<file path="config.mk">
export PLATFORM = sky130hd
export DESIGN_NAME = acpwr_ram
export DESIGN_NICKNAME = d
export VERILOG_FILES = /design/src/hw/rtl/acpwr_ram.sv
export SDC_FILE = /design/constraint.sdc
export NUM_CORES = 1
export LEC_CHECK = 0
export CAP_MARGIN = 20
export CORE_MARGIN = 5
export CORE_UTILIZATION = 61
export CTS_BUF_LIST = sky130_fd_sc_hd__clkbuf_8
export CTS_CLUSTER_DIAMETER = 100
export DETAILED_ROUTE_END_ITERATION = 10
export DONT_BUFFER_PORTS = 1
export PLACE_DENSITY = 0.86
export SETUP_SLACK_MARGIN = 0.3
export SKIP_LAST_GASP = 1
export SLEW_MARGIN = 0
export SYNTH_ARGS = -nofsm -noshare
export SYNTH_HDL_FRONTEND = slang
export SYNTH_SLANG_ARGS = --single-unit
</file>
<file path="constraint.sdc">
create_clock -name i_clk -period 3 [get_ports i_clk]
set_input_delay 0.15 -clock i_clk [delete_from_list [all_inputs] [get_ports i_clk]]
set_output_delay 0.15 -clock i_clk [all_outputs]
set_load 0.01 [all_outputs]
</file>
<file path="src/hw/rtl/acpwr_ram.sv">
// Generic single-port-write, single-port-read RAM with registered read.
// No dependencies.
`default_nettype none

module acpwr_ram #(
    parameter int WIDTH = 8,
    parameter int DEPTH = 16
) (
    input  wire logic                     i_clk,
    input  wire logic                     i_we,
    input  wire logic [$clog2(DEPTH)-1:0] i_waddr,
    input  wire logic [WIDTH-1:0]         i_wdata,
    input  wire logic                     i_re,
    input  wire logic [$clog2(DEPTH)-1:0] i_raddr,
    output logic      [WIDTH-1:0]         o_rdata
);

    logic [WIDTH-1:0] r_mem [DEPTH];
    logic [WIDTH-1:0] r_rdata;

    always_ff @(posedge i_clk) begin
        if (i_we) begin
            r_mem[i_waddr] <= i_wdata;
        end
        if (i_re) begin
            r_rdata <= r_mem[i_raddr];
        end
    end

    assign o_rdata = r_rdata;

endmodule

`default_nettype wire

</file>
# Word-level counts from Yosys, hierarchy flattened
# Memories as Yosys holds them, arrays and structs flattened. A register that Yosys moved wholly into a read port is not among the register bits.
# Cells that the tools add are included.
# classes
mux	2
# ops
op	count
1-bit two-way mux	2
# totals
output_inout_bits	8
ff_bits	0
ramBits	128
mem_count	1
inputBits	19
wordCells	3
# mem_list
name	words	width	rd	rd_ports_with_merged_regs	wr	line	source
r_mem	16	8	1	1	1	18	logic [WIDTH-1:0] r_mem [DEPTH];

# Longest topological paths before layout
# Gate-level depths: netlist of run 1.
# logic_depth
word_depth	2
mapped_depth	5
depth_no_buf	3

# Worst setup path after synthesis of run 1
# No wires, ideal clock.
# synth_timing
path_type	input port to flip-flop
start	input i_waddr[2]
end	memory r_mem[0][0], enable pin
stages	2
t_required_ns	2.617
t_arrival_ns	1.260
setup_slack_ns	1.357
n_path_buf	0
setup_time_ns	0.383
path_cell_list	or3b_2 nor3_1
# synth_rtl
item	line	source
start: declaration	11	input wire logic [$clog2(DEPTH)-1:0] i_waddr,
end: declaration	18	
# Straight into the memory's write port.

==> results_dict.tcl, run 1 <==
set metrics [dict create \
    ys_seq_area_frac 0.781 \
    max_cap_violations 0 \
    synth_area_um2 5230 \
    max_stage_delay_ns 0.54 \
    h-tree-depth 4 \
    required_ns 3.16 \
    hold_depth 2 \
    place_inst 328 \
    clock_latency_ns 0.42 \
    hold_viol 0 \
    yosys.area_share.simple 0.0314 \
    synth_top_family_by_area "multiplexers" \
    grt_pass1_vias 2465 \
    grt_max_degree 33 \
    ys_top_cells_by_area "edfxtp_1, mux4_2, mux4_1, a22oi_1, nor2_1" \
    cp.depth 3 \
    swShare 0.203 \
    crit_buf_inv 0 \
    cp_cell_sequence "mux4_1, a22oi_1, nand2_1" \
    reg2reg_depth 3 \
    ys.warnings.count 0 \
    die_x_um 103 \
    synth_nets 248 \
    overflow 0 \
    grt_usage 0.197 \
    drt_iter0_markers 205 \
    holdCritStartpoint "i_waddr[0]" \
    synth.distinct_cells 18 \
    cts-resized-gates 0 \
    cts_tree "yes" \
    drc 0 \
    p_int_w 0.00293 \
    clock_path_buffers 2 \
    drtPass1Iterations 4 \
    num_io_pins 27 \
    cts_setup_buffers 0 \
    min_period_over_period 0.523 \
    pwr-share-clk 0.374 \
    seq_power_share 0.587 \
    synth_adder_area_share 0 \
    critPathCaptureType "flop" \
    crit_family "multiplexers" \
    vias 2390 \
    period_needed_ns 1.57 \
    finalMaxSlewViolations 0 \
    dp_hpwl_um 5750 \
    netlist.top_cell.by_area "edfxtp_1" \
    stdcell_count 369 \
    max_slew_margin 0.401 \
    status "completed" \
    synth-xor-area-share 0 \
    gp_congestion 0.833 \
    placement.io_buffers 0 \
    hold_path.class "in2reg" \
    final_antenna_net_count 0 \
    synth_seq_cells 136 \
    numCtsBuffers 17 \
    synth_mux_area_frac 0.148 \
    crit_fanout 1 \
    critPathKind "reg2reg" \
    cts-hold-fix-buffers 9 \
    regArea_um2 4080 \
    final_layout_size_suffix_gt1_frac 0.197 \
    fin_tns_setup_ns 0 \
    cp_slowest_cell "mux4_1" \
    fin_nets 270 \
    syn_avg_cell_area_um2 22.8 \
    cp_data_arrival_time_ns 1.73 \
    synth-compound-area-share 0.0230 \
    fin_skew_ns 0.00686 \
    crit_start "r_mem[3][0]" \
    wl_per_cell_um 25.0 \
    path_clk_slew_ns 0.07 \
    vdd_ir_drop_max_v 0.000369 \
    synth_cells 229 \
    grt_pass1_wl_um 14000 \
    antenna_found_initial 0 \
    clockRootBuffer "clkbuf_8" \
    core_um2 8300 \
    via_per_inst 6.48 \
    synth_top_area_frac 0.781 \
    power_frac_comb 0.039 \
    reg2reg_from "r_mem[3][0]" \
    fillers 476 \
    die_y_um 103 \
    rsz0062_at_grt "false" \
    worst_slew_pin_slew_ns 0.896 \
    syn_to_final_growth_pct 10.2 \
    routed_wl_um 9230 \
    startpoint_type "flop" \
    p_sw_w 0.000746 \
    fmax_ghz 0.637 \
    diodes 0 \
    setup_viol 0 \
    dieArea_um2 10500 \
    multiInputGateArea_um2 1060 \
    power.density_nw_per_um2 638 \
    leakage_nw 1.85 \
    placementRows 33 \
    initial_core_util 0.630 \
    clock-sinks 136 \
]
-- sequential cells by signal, indices dropped and copies added (netlist names) --
signal / flops
o_rdata: 8
r_mem: 128
-- final timing paths --
kind	endpoint	slack, ns
max	o_rdata[0]	1.43
min	r_mem[0][5]	0.11
max reg2reg	o_rdata[0]	1.43
min reg2reg	o_rdata[1]	0.75
-- layout make-up --
type | count | area share
repair buffers | 13 | 0.0208
well taps | 105 | 0.0228
clock buffers | 17 | 0.0406
multi-input cells | 83 | 0.183
flip-flops and latches | 136 | 0.709
clock inverters | 15 | 0.0237
-- worst register-to-register path: cells and delay by family (launching register included) --
kind | cells | cell delay (ns)
multiplexers | 1 | 0.54
AND/OR/NAND/NOR | 1 | 0.10
flip-flops | 1 | 0.41
AO/OA/AOI/OAI | 1 | 0.27
-- layer usage --
metal,part of all wire,vias to the layer above,global-route usage
met1,0.40,1239,0.275
met2,0.50,118,0.306
li1,-,1029,-
met5,0,-,0
met4,0.0056,0,0.0575
met3,0.091,4,0.0602
-- kinds of logic after synthesis --
logic type,after synthesis
buffers and inverters,10
and+or+nand+nor,35
muxes,32
DFF,136
AOI/OAI and AO/OA,16
-- layout by cell type, fill, tap and decap left out, drive strengths merged, types with 3 or more instances in the layout --
master	n
edfxtp	136
dlygate4sd3	9
clkinv	8
a22oi	16
clkbuf	17
nand2	9
buf	4
mux4	32
nor3	4
clkinvlp	3
nor2	13
-- cells in the mapped netlist --
library cell,instances
nor2b_1,1
and2b_1,1
nand2_1,9
mux4_2,18
nor2_1,13
buf_2,3
buf_6,3
clkdlybuf4s25_2,3
nand2b_1,2
nand3_1,1
buf_4,1
a22oi_1,16
and2_1,1
or3b_2,1
nand3b_1,2
nor3_1,4
edfxtp_1,136
mux4_1,14
-- power by group through the flow --
stage	clock [W]	sequential (W)	combinational (W)
final	0.00138	0.00216	0.000145
after global routing	0.00149	0.00216	0.000156
after CTS	0.00139	0.00216	0.000146
after detailed placement	0	0.00220	0.000110
after global placement	0	0.00220	0.000108
after floorplan	0	0.00219	0.000108
-- stage by stage --
step,power (W),worst slack [ns],area (um^2),hold WS [ns],util
6_report,0.00368,1.43,5760,0.109,0.694
5_1_grt,0.00381,1.41,5760,0.0743,0.694
4_1_cts,0.00369,1.43,5760,0.0754,0.694
3_5_place_dp,0.00231,1.37,5300,0.250,0.639
3_3_place_gp,0.00231,1.41,5300,0.250,0.639
2_1_floorplan,0.00230,1.36,5230,0.249,-
(Power assumes the default switching activity.)
==> run 2: changes to the inputs <==
Settings changed: ABC_AREA set to 1, CORE_UTILIZATION 61 to 59, PLACE_DENSITY 0.86 to 0.87.
Clock period 3 ns to 1.4 ns, I/O delays scaled along.
==> run 2 against run 1 <==
The run now ends with hold timing left; clock-buffer cell count is the same; first-iteration DRC count increased by 120%; fmax rose by 38%; total power up 120%; final cell count is 95% higher; global-route usage up 3.5 points; core utilization down 0.83 points; setup slack worse by 1.2 ns; clock power increased by 100%.
==> results_dict.tcl, run 2 <==
set metrics [dict create \
    max_cap_violations 0 \
    antenna_found_initial 0 \
    diodes 0 \
    largest_register "r_mem" \
    critPathCaptureType "flop" \
    cpMostUsedCell "nand3_2" \
    p_sw_w 0.00194 \
    fin_tns_setup_ns 0 \
    cts_setup_buffers 0 \
    async_reset_ff_frac 0 \
    syn_avg_cell_area_um2 10.6 \
    synth-main-ff-cell "edfxtp_1" \
    cp_slowest_cell "edfxtp_1" \
    synth.distinct_cells 11 \
    required_ns 1.59 \
    cts-hold-fix-buffers 9 \
    clock_latency_ns 0.44 \
    hold_path.class "in2reg" \
    wl_per_cell_um 18.0 \
    pwr-share-clk 0.350 \
    final_antenna_net_count 0 \
    max_slew_margin 0.509 \
    largest_register_ffs 128 \
    crit_family "simple AND/OR/NAND/NOR gates" \
    synth_top_area_frac 0.698 \
    crit_fanout 1 \
    fin_skew_ns 0.0112 \
    netlist.top_cell.by_area "edfxtp_1" \
    fillers 646 \
    drc 0 \
    power_frac_comb 0.067 \
    hold_viol 8 \
    dp_hpwl_um 7560 \
    initial_core_util 0.601 \
    synth_cells 551 \
    violations "hold timing" \
    final_common_cell "nand2_1" \
    seq_power_share 0.584 \
    leakage_nw 2.82 \
    min_period_over_period 0.810 \
    worst_slew_pin_slew_ns 0.734 \
    swShare 0.245 \
    final_layout_size_suffix_gt1_frac 0.158 \
    overflow 0 \
    vias 3933 \
    grt_max_degree 66 \
    post-place-ws_ns 0.236 \
    max_stage_delay_ns 0.37 \
    drtPass1Iterations 5 \
    critPathKind "reg2reg" \
    startpoint_type "flop" \
    synth_edf_count 136 \
    rsz0062_at_grt "true" \
    die_x_um 110 \
    dieArea_um2 12000 \
    h-tree-depth 4 \
    fin_nets 594 \
    syn_to_final_growth_pct 14.2 \
    die_y_um 110 \
    clockRootBuffer "clkbuf_8" \
    gp_congestion 0.880 \
    period_needed_ns 1.13 \
    cp_cell_sequence "inv_1, nand2_1, nand3_2, nand3_2, nand3_2, nand2_2" \
    clock-sinks 136 \
    ys_seq_area_frac 0.698 \
    ys_top_cells_by_count "nand2_1, edfxtp_1, inv_1, nand3_1, nor2_1" \
    hold_ws_ns -0.143 \
    postLayoutCoreUtil 0.686 \
    core_um2 9730 \
    cp_data_arrival_time_ns 1.33 \
    finalMaxSlewViolations 0 \
    fmax_ghz 0.881 \
    synth_seq_cells 136 \
    drt_iter0_markers 449 \
    clock_path_buffers 2 \
    layout_setup_ws_ns 0.265 \
    mostFrequentLayoutCells "nand2_1, edfxtp_1, inv_1" \
    setup_viol 0 \
    yosysMostFrequentCell "nand2_1" \
    path_clk_slew_ns 0.08 \
    num_io_pins 27 \
    p_int_w 0.00598 \
    ys_top_cells_by_area "edfxtp_1, nand2_1, nand3_1, inv_1, buf_6" \
    ys.warnings.count 0 \
    synth_area_um2 5850 \
    placementRows 36 \
    placement.io_buffers 0 \
    numCtsBuffers 17 \
    grt_usage 0.231 \
    cts_tree "yes" \
    power.density_nw_per_um2 1190 \
    grt_pass1_wl_um 20000 \
    crit_buf_inv 1 \
    vdd_ir_drop_max_v 0.00111 \
    synth_nets 570 \
    grt_pass1_vias 3791 \
    via_per_inst 5.45 \
    routed_wl_um 13000 \
    status "complete, but fails checks" \
]
[run 2: changes by cell type after synthesis, moves of 10 or more]
| cell | delta |
|---|---|
| nand2_1 | +164 |
| inv_1 | +100 |
| nand3_1 | +96 |
| mux4_2 | -18 |
| a22oi_1 | -16 |
| mux4_1 | -14 |
| buf_2 | +10 |
[run 2: path summary, 6_finish.rpt]
check	startpoint	to	slack, ns	cells past startpoint
min reg2reg	r_mem[15][4]	o_rdata[4]	0.75	6
min	i_raddr[3]	o_rdata[4]	-0.14	2
max reg2reg	r_mem[4][3]	o_rdata[3]	0.27	6
max	r_mem[4][3]	o_rdata[3]	0.27	6
[run 2: power by group through the flow]
| stage | registers [W] | clock network, W | logic, W |
|---|---|---|---|
| after floorplan | 0.00470 | 0 | 0.000322 |
| after global placement | 0.00471 | 0 | 0.000356 |
| after detailed placement | 0.00472 | 0 | 0.000371 |
| after CTS | 0.00462 | 0.00277 | 0.000486 |
| after global routing | 0.00463 | 0.00301 | 0.000572 |
| final | 0.00462 | 0.00277 | 0.000527 |
[run 2: layout make-up]
class	instances	area, um^2	area share
Timing Repair Buffer	29	278	0.0416
Sequential cell	136	4080	0.612
Multi-Input combinational cell	289	1430	0.214
Tap cell	133	166	0.0249
Inverter	102	383	0.0574
Clock buffer	17	234	0.0351
Clock inverter	15	104	0.0156
[run 2: kinds of logic after synthesis]
group                  Yosys count  share of synthesized area
AND/OR/NAND/NOR                289                      0.208
flip-flops                     136                      0.698
buffers and inverters          126                     0.0939
[run 2: layer usage]
metal,GRT usage,share of wire
met1,0.297,0.37
met2,0.374,0.49
met5,0,0
met3,0.0622,0.10
met4,0.0953,0.031
[run 2: worst register-to-register path, delay by kind of cell (launching register included)]
| family | cells | cell delay [ns] |
|---|---|---|
| flops | 1 | 0.37 |
| buf+inv | 1 | 0.07 |
| simple gates | 5 | 0.46 |
[run 2: metrics by stage]
stage	area [um^2]	hold WS (ns)	cells	total power, W
final	6680	-0.143	721	0.00792
after global routing	6680	-0.154	721	0.00822
after CTS	6560	-0.158	721	0.00788
after detailed placement	6030	0.170	680	0.00509
after global placement	6030	0.170	680	0.00507
after floorplan	5850	0.169	551	0.00502
[run 2: repair_timing]
| item | CTS | global route |
|---|---|---|
| endpoints found under the setup margin | 6 | 8 |
| gates resized for setup | 21 | 24 |
| endpoints found under the hold margin | 144 | 8 |
| pin swaps | 7 | 19 |
