<file path="src/hw/rtl/acpwr_pkg.sv">
// Shared constants, widths and the sequencer state type for the
// two-channel AC power block. No dependencies.
`default_nettype none

package acpwr_pkg;

    localparam int WINDOW_LEN = 53;
    localparam int SAMPLE_W   = 12;
    localparam int FRAC_W     = 16;
    localparam int POS_W      = $clog2(WINDOW_LEN);
    localparam int ADDR_W     = POS_W + 1;
    localparam int RAM_DEPTH  = 2 ** ADDR_W;

    localparam int LEVEL_W = 29;
    localparam int NUM_W   = 36;
    localparam int T_W     = 32;
    localparam int Q_W     = 28;
    localparam int DIFF_W  = 30;
    localparam int SQ_W    = 2 * SAMPLE_W;
    localparam int SUM_W   = 30;
    localparam int U_W     = SUM_W - 1;
    localparam int TEN_W   = 27;
    localparam int CFG_W   = 8;

    localparam logic signed [NUM_W-1:0] KEEP_WEIGHT = 36'sd199;

    // x/200 = (x>>3)/25, x/10 = (x>>1)/5 via reciprocal and one fix-up
    localparam logic [T_W-1:0] DIV25       = 32'd25;
    localparam logic [T_W-1:0] DIV25_RECIP = 32'd2748779069;
    localparam int             DIV25_SHIFT = 36;
    localparam logic [U_W-1:0] DIV5        = 29'd5;
    localparam logic [T_W-1:0] DIV5_RECIP  = 32'd3435973836;
    localparam int             DIV5_SHIFT  = 34;

    localparam logic CFG_STEADY = 1'b0;
    localparam logic CFG_MARGIN = 1'b1;

    localparam logic [CFG_W-1:0] STEADY_RESET = 8'd71;
    localparam logic [CFG_W-1:0] MARGIN_RESET = 8'd5;

    typedef enum logic [10:0] {
        ST_CLEAR = 11'b000_0000_0001,
        ST_IDLE  = 11'b000_0000_0010,
        ST_ABS   = 11'b000_0000_0100,
        ST_MUL   = 11'b000_0000_1000,
        ST_FIX   = 11'b000_0001_0000,
        ST_DEV   = 11'b000_0010_0000,
        ST_SQ    = 11'b000_0100_0000,
        ST_SUM   = 11'b000_1000_0000,
        ST_TEN1  = 11'b001_0000_0000,
        ST_TEN2  = 11'b010_0000_0000,
        ST_CALM  = 11'b100_0000_0000
    } t_state;

endpackage

`default_nettype wire

</file>
<file path="src/hw/rtl/acpwr_dev.sv">
// DC level tracker: level update with divide by 200, deviation and square.
// Depends on acpwr_pkg; stepped by the top-level sequencer state.
`default_nettype none

module acpwr_dev
    import acpwr_pkg::*;
(
    input  wire logic                       i_clk,
    input  wire logic                       i_rst_n,
    input  wire t_state                     i_state,
    input  wire logic                       i_load,
    input  wire logic                       i_channel,
    input  wire logic signed [SAMPLE_W-1:0] i_sample,
    output logic                            o_channel,
    output logic             [SQ_W-1:0]     o_sq
);

    logic signed [LEVEL_W-1:0]  r_level [2];
    logic                       r_ch;
    logic signed [SAMPLE_W-1:0] r_sample;
    logic signed [NUM_W-1:0]    r_num;
    logic                       r_neg;
    logic        [T_W-1:0]      r_t;
    logic        [Q_W-1:0]      r_q;
    logic signed [DIFF_W-1:0]   r_diff;
    logic        [SQ_W-1:0]     r_sq;

    logic signed [NUM_W-1:0]    w_num;
    logic        [NUM_W-1:0]    w_mag;
    logic        [2*T_W-1:0]    w_prod;
    logic        [T_W-1:0]      w_q25;
    logic        [T_W-1:0]      w_rem;
    logic signed [LEVEL_W-1:0]  w_qx;
    logic signed [LEVEL_W-1:0]  w_lvl;
    logic signed [DIFF_W-1:0]   w_sfx;
    logic signed [DIFF_W-1:0]   w_qd;
    logic        [DIFF_W-1:0]   w_dmag;
    logic        [SAMPLE_W-1:0] w_dev;

    assign w_num  = NUM_W'(r_level[i_channel]) * KEEP_WEIGHT
                  + (NUM_W'(i_sample) <<< FRAC_W);
    assign w_mag  = r_num[NUM_W-1] ? NUM_W'(-r_num) : NUM_W'(r_num);
    assign w_prod = {{T_W{1'b0}}, r_t} * {{T_W{1'b0}}, DIV25_RECIP};
    assign w_q25  = T_W'(r_q) * DIV25;
    assign w_rem  = r_t - w_q25;
    assign w_qx   = {1'b0, r_q};
    assign w_lvl  = r_neg ? -w_qx : w_qx;
    assign w_sfx  = DIFF_W'(r_sample) <<< FRAC_W;
    assign w_qd   = {2'b00, r_q};
    assign w_dmag = r_diff[DIFF_W-1] ? DIFF_W'(-r_diff) : DIFF_W'(r_diff);
    assign w_dev  = w_dmag[FRAC_W+SAMPLE_W-1:FRAC_W];

    always_ff @(posedge i_clk) begin
        if (!i_rst_n) begin
            r_level[0] <= '0;
            r_level[1] <= '0;
            r_ch       <= 1'b0;
        end else begin
            if (i_load) begin
                r_ch <= i_channel;
            end
            if (i_state == ST_DEV) begin
                r_level[r_ch] <= w_lvl;
            end
        end
    end

    always_ff @(posedge i_clk) begin
        if (i_load) begin
            r_sample <= i_sample;
            r_num    <= w_num;
        end
        unique case (i_state)
            ST_ABS: begin
                r_neg <= r_num[NUM_W-1];
                r_t   <= w_mag[T_W+2:3];
            end
            ST_MUL: begin
                r_q <= w_prod[DIV25_SHIFT+Q_W-1:DIV25_SHIFT];
            end
            ST_FIX: begin
                if (w_rem >= DIV25) begin
                    r_q <= r_q + 1'b1;
                end
            end
            ST_DEV: begin
                r_diff <= r_neg ? w_sfx + w_qd : w_sfx - w_qd;
            end
            ST_SQ: begin
                r_sq <= SQ_W'(w_dev) * SQ_W'(w_dev);
            end
            default: begin
            end
        endcase
    end

    assign o_channel = r_ch;
    assign o_sq      = r_sq;

endmodule

`default_nettype wire

</file>
<file path="config.mk">
export PLATFORM = sky130hd
export DESIGN_NAME = acpwr_dev
export DESIGN_NICKNAME = d
export VERILOG_FILES = /design/src/hw/rtl/acpwr_pkg.sv /design/src/hw/rtl/acpwr_dev.sv
export SDC_FILE = /design/constraint.sdc
export NUM_CORES = 2
export LEC_CHECK = 0
export BUFFER_PORTS_ARGS = -buffer_cell sky130_fd_sc_hd__buf_2
export CORE_MARGIN = 4
export CORE_UTILIZATION = 50
export DETAILED_ROUTE_END_ITERATION = 6
export PLACE_DENSITY = 0.66
export SYNTH_ARGS = -nofsm -noshare
export SYNTH_HDL_FRONTEND = slang
export SYNTH_SLANG_ARGS = --single-unit
</file>
<file path="constraint.sdc">
create_clock -name i_clk -period 11.2 [get_ports i_clk]
set_input_delay 2.8 -clock i_clk [delete_from_list [all_inputs] [get_ports i_clk]]
set_output_delay 2.8 -clock i_clk [all_outputs]
set_load 0.03 [all_outputs]
</file>
# After elaboration in Yosys (flattened, before gate mapping)
# Memory sizes are Yosys's and may differ from the RTL's.
# Index checks and enable logic that the tools add are counted.
# word_totals
memories	1
ramBits	58
out_inout_bits	25
regBits	164
wordCells	44
# mem_list
name	words	width	read_ports	rd_ports_with_merged_regs	write_ports	line_no	text
r_level	2	29	1	0	2	acpwr_dev.sv:18	logic signed [LEVEL_W-1:0] r_level [2];
# op_classes
n_addsub	8
n_reduce_logical	3
mul	4
n_eq_ne	6
muxes	13
n_lt_le_gt_ge	1
# ops
op	count
multiplier 32 x 32 -> 64 bit (second input constant)	1
two-way mux 29 bit	2
two-way mux 28 bit	2
case mux 28 bit (2 select lines)	1
adder 36 x 28 -> 36 bit	1
multiplier 29 x 9 -> 36 bit (second input constant)	1
two-way mux 35 bit	1
negation 35 bit	1
>= comparator 32 x 5 -> 1 bit (second input constant)	1
multiplier 28 x 5 -> 32 bit (second input constant)	1
subtractor 32 bit	1
adder 28 x 29 -> 30 bit	1
two-way mux 30 bit	1
subtractor 28 x 29 -> 30 bit	1
negation 28 -> 29 bit	1
OR reduction 29 bit	1
adder 28 x 1 -> 28 bit (second input constant)	1
negation 28 bit	1
multiplier 12 x 12 -> 24 bit	1
equality test 11 x 3 -> 1 bit (second input constant)	1
equality test 11 x 4 -> 1 bit (second input constant)	1
equality test 11 x 5 -> 1 bit (second input constant)	1
equality test 11 x 6 -> 1 bit (second input constant)	1
equality test 11 x 7 -> 1 bit (second input constant)	1
other kinds (4)	9

# Longest topological paths before layout
# depth
word_depth	6
ltp_mapped	31
ltp_nobuf	30

# Worst setup path before layout
# Ideal clock, no wire load.
# synth_timing
path_kind	input -> register
start	input port i_channel
end	register r_num[34] (data pin)
setup_slack_ns	2.591
cell_stages	23
required_time_ns	10.938
path_buffers	2
setup_time_ns	0.262
arrival_time_ns	8.347
cell_sequence	buf_1 -> clkbuf_1 -> mux2i_1 -> inv_1 -> ha_1 -> ha_1 -> inv_1 -> fa_1 -> fa_1 -> inv_1 -> ha_1 -> ha_1 -> nand2_1 -> nor2_1 -> a211oi_1 -> nor2_1 -> o21ai_0 -> a31o_2 -> o21ai_0 -> o41a_1 -> a211oi_1 -> o21bai_1 -> xor2_1
# synth_via
elab_chain_len	3
# synth_lines
item	line_no	text
start: declaration	acpwr_dev.sv:12	input wire logic i_channel,
memory read (2 x 29 bit)	--	
multiplier 29 x 9 -> 36 bit	acpwr_dev.sv:40	assign w_num = NUM_W'(r_level[i_channel]) * KEEP_WEIGHT
adder 36 x 28 -> 36 bit	acpwr_dev.sv:41	+ (NUM_W'(i_sample) <<< FRAC_W);
net w_num[34]	acpwr_dev.sv:28	logic signed [NUM_W-1:0] w_num;
end signal: assignment	acpwr_dev.sv:71	r_num <= w_num;
end: declaration	acpwr_dev.sv:21	logic signed [NUM_W-1:0] r_num;
# The timed path passes the listed nets, and every way through them passes these cells.
# A chain may end at the register's enable or synchronous reset.

# Worst setup path in the final report
# layout_timing
start	register r_t[24]
end	register r_q[27] (data pin)
# layout_via
elab_chain_len	2
# layout_lines
item	line_no	text
start: declaration	acpwr_dev.sv:23	logic [T_W-1:0] r_t;
start signal: assignment	acpwr_dev.sv:76	r_t <= w_mag[T_W+2:3];
multiplier 32 x 32 -> 64 bit	acpwr_dev.sv:43	assign w_prod = {{T_W{1'b0}}, r_t} * {{T_W{1'b0}}, DIV25_RECIP};
case mux 28 bit (2 select lines)	acpwr_dev.sv:73	unique case (i_state)
end signal: assignment	acpwr_dev.sv:79	r_q <= w_prod[DIV25_SHIFT+Q_W-1:DIV25_SHIFT];
end signal: assignment	acpwr_dev.sv:83	r_q <= r_q + 1'b1;
end: declaration	acpwr_dev.sv:24	logic [Q_W-1:0] r_q;
# Every way passes these cells.

==> summary.txt <==
Outcome
  – Status: finished clean

Synthesis
  – Largest cells by area after synthesis: fa_1 (31%), ha_1 (23%), edfxtp_1 (16%), inv_1 (9.5%), xnor2_1 (3.8%)
  – Synth unique cells: between 70 and 80
  – Sequential share of the synthesized area: 0.165
  – Synthesized area: around 40000 um^2
  – Cell count after synthesis: roughly 3900
  – Post-synth net total: about 5300
  – Avg Cell Area, Syn: a little over 10 um^2
  – Synth top area share: 0.309
  – Flops & latches, synth: 220
  – Yosys top cell by area: fa_1
  – EDFF count, synth: between 200 and 250
  – Primary FF master, synth: edfxtp_1
  – Post-synth ARST share: 0
  – Yosys warnings: 0

Drt
  – Residual DRC count: 0
  – Antenna viol nets, final: 0
  – Pre-Repair DR Iteration Count: 5
  – Total Routed Length: 104000 um
  – Vias per inst: 5.39
  – 1st-iter DRT viols: roughly 2100
  – Via count: ~27000
  – Drt wl/cell: between 20 and 25 um

Clocking
  – Worst-path clk slew: 60 ps
  – H-tree Lvls: 1
  – CTS tree: built
  – Clock buffer count from CTS: 27
  – Postcts setup bufs: 0
  – Worst skew pair latency: roughly 580 ps
  – Root Buffer: clkbuf_16
  – Clk sinks: 220
  – Cts repair resizes: 0
  – CTS hold repair buffers: 0
  – Max Root-Sink Buffers: 3

Floorplan
  – Row count: 103
  – Core area: between 70000 and 80000 um^2
  – Initial core utilization: 0.506
  – Die area: between 80000 and 90000 um^2
  – Die Y: 291 um
  – Die width: around 290 um
  – # IOs: 52

Placed design
  – Number of port buffers: 50
  – Placer congestion estimate: about 1.0
  – Dpl hpwl: between 80000 and 90000 um
  – Placed cell count: ~5000
  – Dpl cell area: 41700 um^2

Worst hold path
  – Hold Path Sink: o_channel
  – Worst hold path stage count: 2
  – HP Class: reg -> reg
  – Hold Crit Start: o_channel

Final layout
  – Area Growth Syn to Fin: 6.39%
  – Nets@finish: 5346
  – Final core utilization: 0.538
  – Layout cell share with drive strength beyond 1: 0.0431
  – Layout Cells excl Fill: between 5000 and 6000
  – Final Cell Area: 42600 um^2
  – Antenna diodes: 0

Run
  – Max Cap Viol: 0

Global route
  – Number of global-route vias before repair: 28400
  – Total grt overflow: 0
  – Largest net degree at the start of global routing: 50
  – Initial antenna violation count: 0
  – Total track usage: 0.252
  – Global-route wire length before repair: around 170000 um

Timing
  – Final hold vios: 0
  – Setup violators final: 0
  – Tmin final: approximately 9900 ps
  – Skew final: about 19 ps
  – Transition time of the tightest slew-check pin: between 1000 and 1500 ps
  – Fmax: about 100 MHz
  – Post-Route Hold Slack: approximately 560 ps
  – Setup TNS: 0 ps
  – Period utilization: 0.882
  – Slew margin rel.: 0.255
  – RSZ-0062 raised after global routing: false
  – Max Slew Vio Count: 0

Pwr
  – Worst IR Drop VDD: between 0.0002 and 0.00025 V
  – Clock network fraction of total power: 0.241
  – Cell Pwr Density: 92.3 nW/um^2
  – Int Power: 2.45 mW
  – Net Sw Power: about 1.5 mW
  – Switching part of the total power: 0.378
  – Combinational Power Share: 0.463
  – Sequential power share: 0.295
  – Leak: approximately 22 nW

Critical path
  – CP dominant cell by count: fa_1
  – Crit-path max cell delay: slightly above 800 ps
  – Reg2reg end: r_q[27]
  – Required time of the critical path: between 10000 and 15000 ps
  – Bufs and invs on worst path: 6
  – Worst path top cell family by delay: adder cells
  – Worst Path Arrival: around 10000 ps
  – Worst r2r path cells: 25
  – Crit-path slowest cell: edfxtp_1
  – Flop2flop setup slack: 1320 ps
  – Peak fanout along the critical path: 8
  – Kind of critical path: reg -> reg
  – Reg2reg start: r_t[24]
  – Crit path capture type: register
  – Worst setup SP type: register
[how the worst max path moves through the flow]
stage | startpoint | end | slack [ps] | cells past startpoint
detailed placement | r_t[24] | r_q[27] | 1420 | 25
floorplan | i_channel | r_num[34] | 2590 | 23
finish | r_t[24] | r_q[27] | 1320 | 25
global placement | r_t[24] | r_q[27] | 1570 | 25
global route | r_t[24] | r_q[27] | 990 | 25
CTS | r_t[24] | r_q[27] | 1410 | 25
[worst min-delay path, delay by kind of cell (launching register included)]
kind	cells	cell delay, ps
and+or+nand+nor	1	60
muxes	1	130
DFF	1	320
[stage by stage]
step | power (mW) | setup WS, ps
2_1_floorplan | 2.52 | 2590
6_report | 3.93 | 1320
3_3_place_gp | 2.99 | 1570
4_1_cts | 3.97 | 1410
5_1_grt | 4.22 | 995
3_5_place_dp | 3.02 | 1420
[power by group through the flow]
stage               Combinational [mW]  Sequential, mW  Clock [mW]
CTS                               1.85            1.16       0.963
global placement                  1.81            1.18           0
global route                      2.06            1.17       0.996
detailed placement                1.84            1.18           0
finish                            1.82            1.16       0.950
floorplan                         1.36            1.16           0
[flip-flops by register name (all words and copies together), names as in the netlist]
| signal | cells |
|---|---|
| r_diff | 29 |
| r_q | 28 |
| r_sample | 12 |
| r_t | 32 |
| r_level | 58 |
| r_num | 36 |
| o_channel | 1 |
| o_sq | 23 |
| r_neg | 1 |
[final cells by class]
class                   count  area, um^2
clock buffers              32         694
flip-flops and latches    220        6600
multi-input cells        2611       29500
inverters                1017        3820
repair buffers             74         430
fillers                  7075       36500
well taps                1050        1310
clock inverters            16         236
[cells by family after synthesis]
group / after synthesis / share of synthesized area
AOI/OAI and AO/OA: 424 / 0.0678
xor gates and xnor gates: 225 / 0.0492
adders and majority gates: 1368 / 0.543
buffers and inverters: 1057 / 0.0992
DFF: 220 / 0.165
muxes: 44 / 0.0117
other: 1 / 0.0000936
and+or+nand+nor: 549 / 0.0640
[synthesized netlist by cell type, drive strengths merged (4+ instances only)]
| library cell | number |
|---|---|
| or4 | 8 |
| xnor2 | 173 |
| a31oi | 19 |
| o21bai | 17 |
| o211ai | 12 |
| mux2 | 24 |
| a21oi | 118 |
| a21boi | 5 |
| fa | 618 |
| nand2 | 148 |
| or2 | 4 |
| or3 | 13 |
| nand3 | 43 |
| nor2 | 200 |
| o21a | 18 |
| xor2 | 52 |
| ha | 750 |
| nor2b | 15 |
| a31o | 6 |
| nand2b | 22 |
| clkbuf | 37 |
| a41o | 4 |
| nor4 | 14 |
| nand4 | 17 |
| edfxtp | 219 |
| a311oi | 4 |
| a21o | 52 |
| a211o | 5 |
| nor3b | 4 |
| and4 | 4 |
| nor3 | 26 |
| a22oi | 5 |
| o21ai | 97 |
| and2 | 8 |
| o31ai | 13 |
| a211oi | 13 |
| and3 | 15 |
| mux2i | 20 |
| inv | 1016 |
[cells in the final DEF (no fill, tap or decap), drive strengths merged, types with 19 or more instances in the layout]
cell type / instances
inv: 1017
mux2: 24
a21oi: 118
edfxtp: 219
ha: 750
a31oi: 19
clkbuf: 32
nand2b: 22
nand3: 43
a21o: 52
fa: 618
nor2: 200
o21ai: 97
xor2: 52
nand2: 148
xnor2: 173
nor3: 26
mux2i: 20
buf: 74
[metal layers]
layer	global-route usage	wire length (um)	vias to the layer above	part of all wire
li1	-	-	12600	-
met1	0.364	46100	13500	0.44
met2	0.398	47200	890	0.45
met3	0.0410	7730	124	0.074
met4	0.0623	3140	0	0.030
met5	0	0	-	0
(Power assumes the default switching activity.)
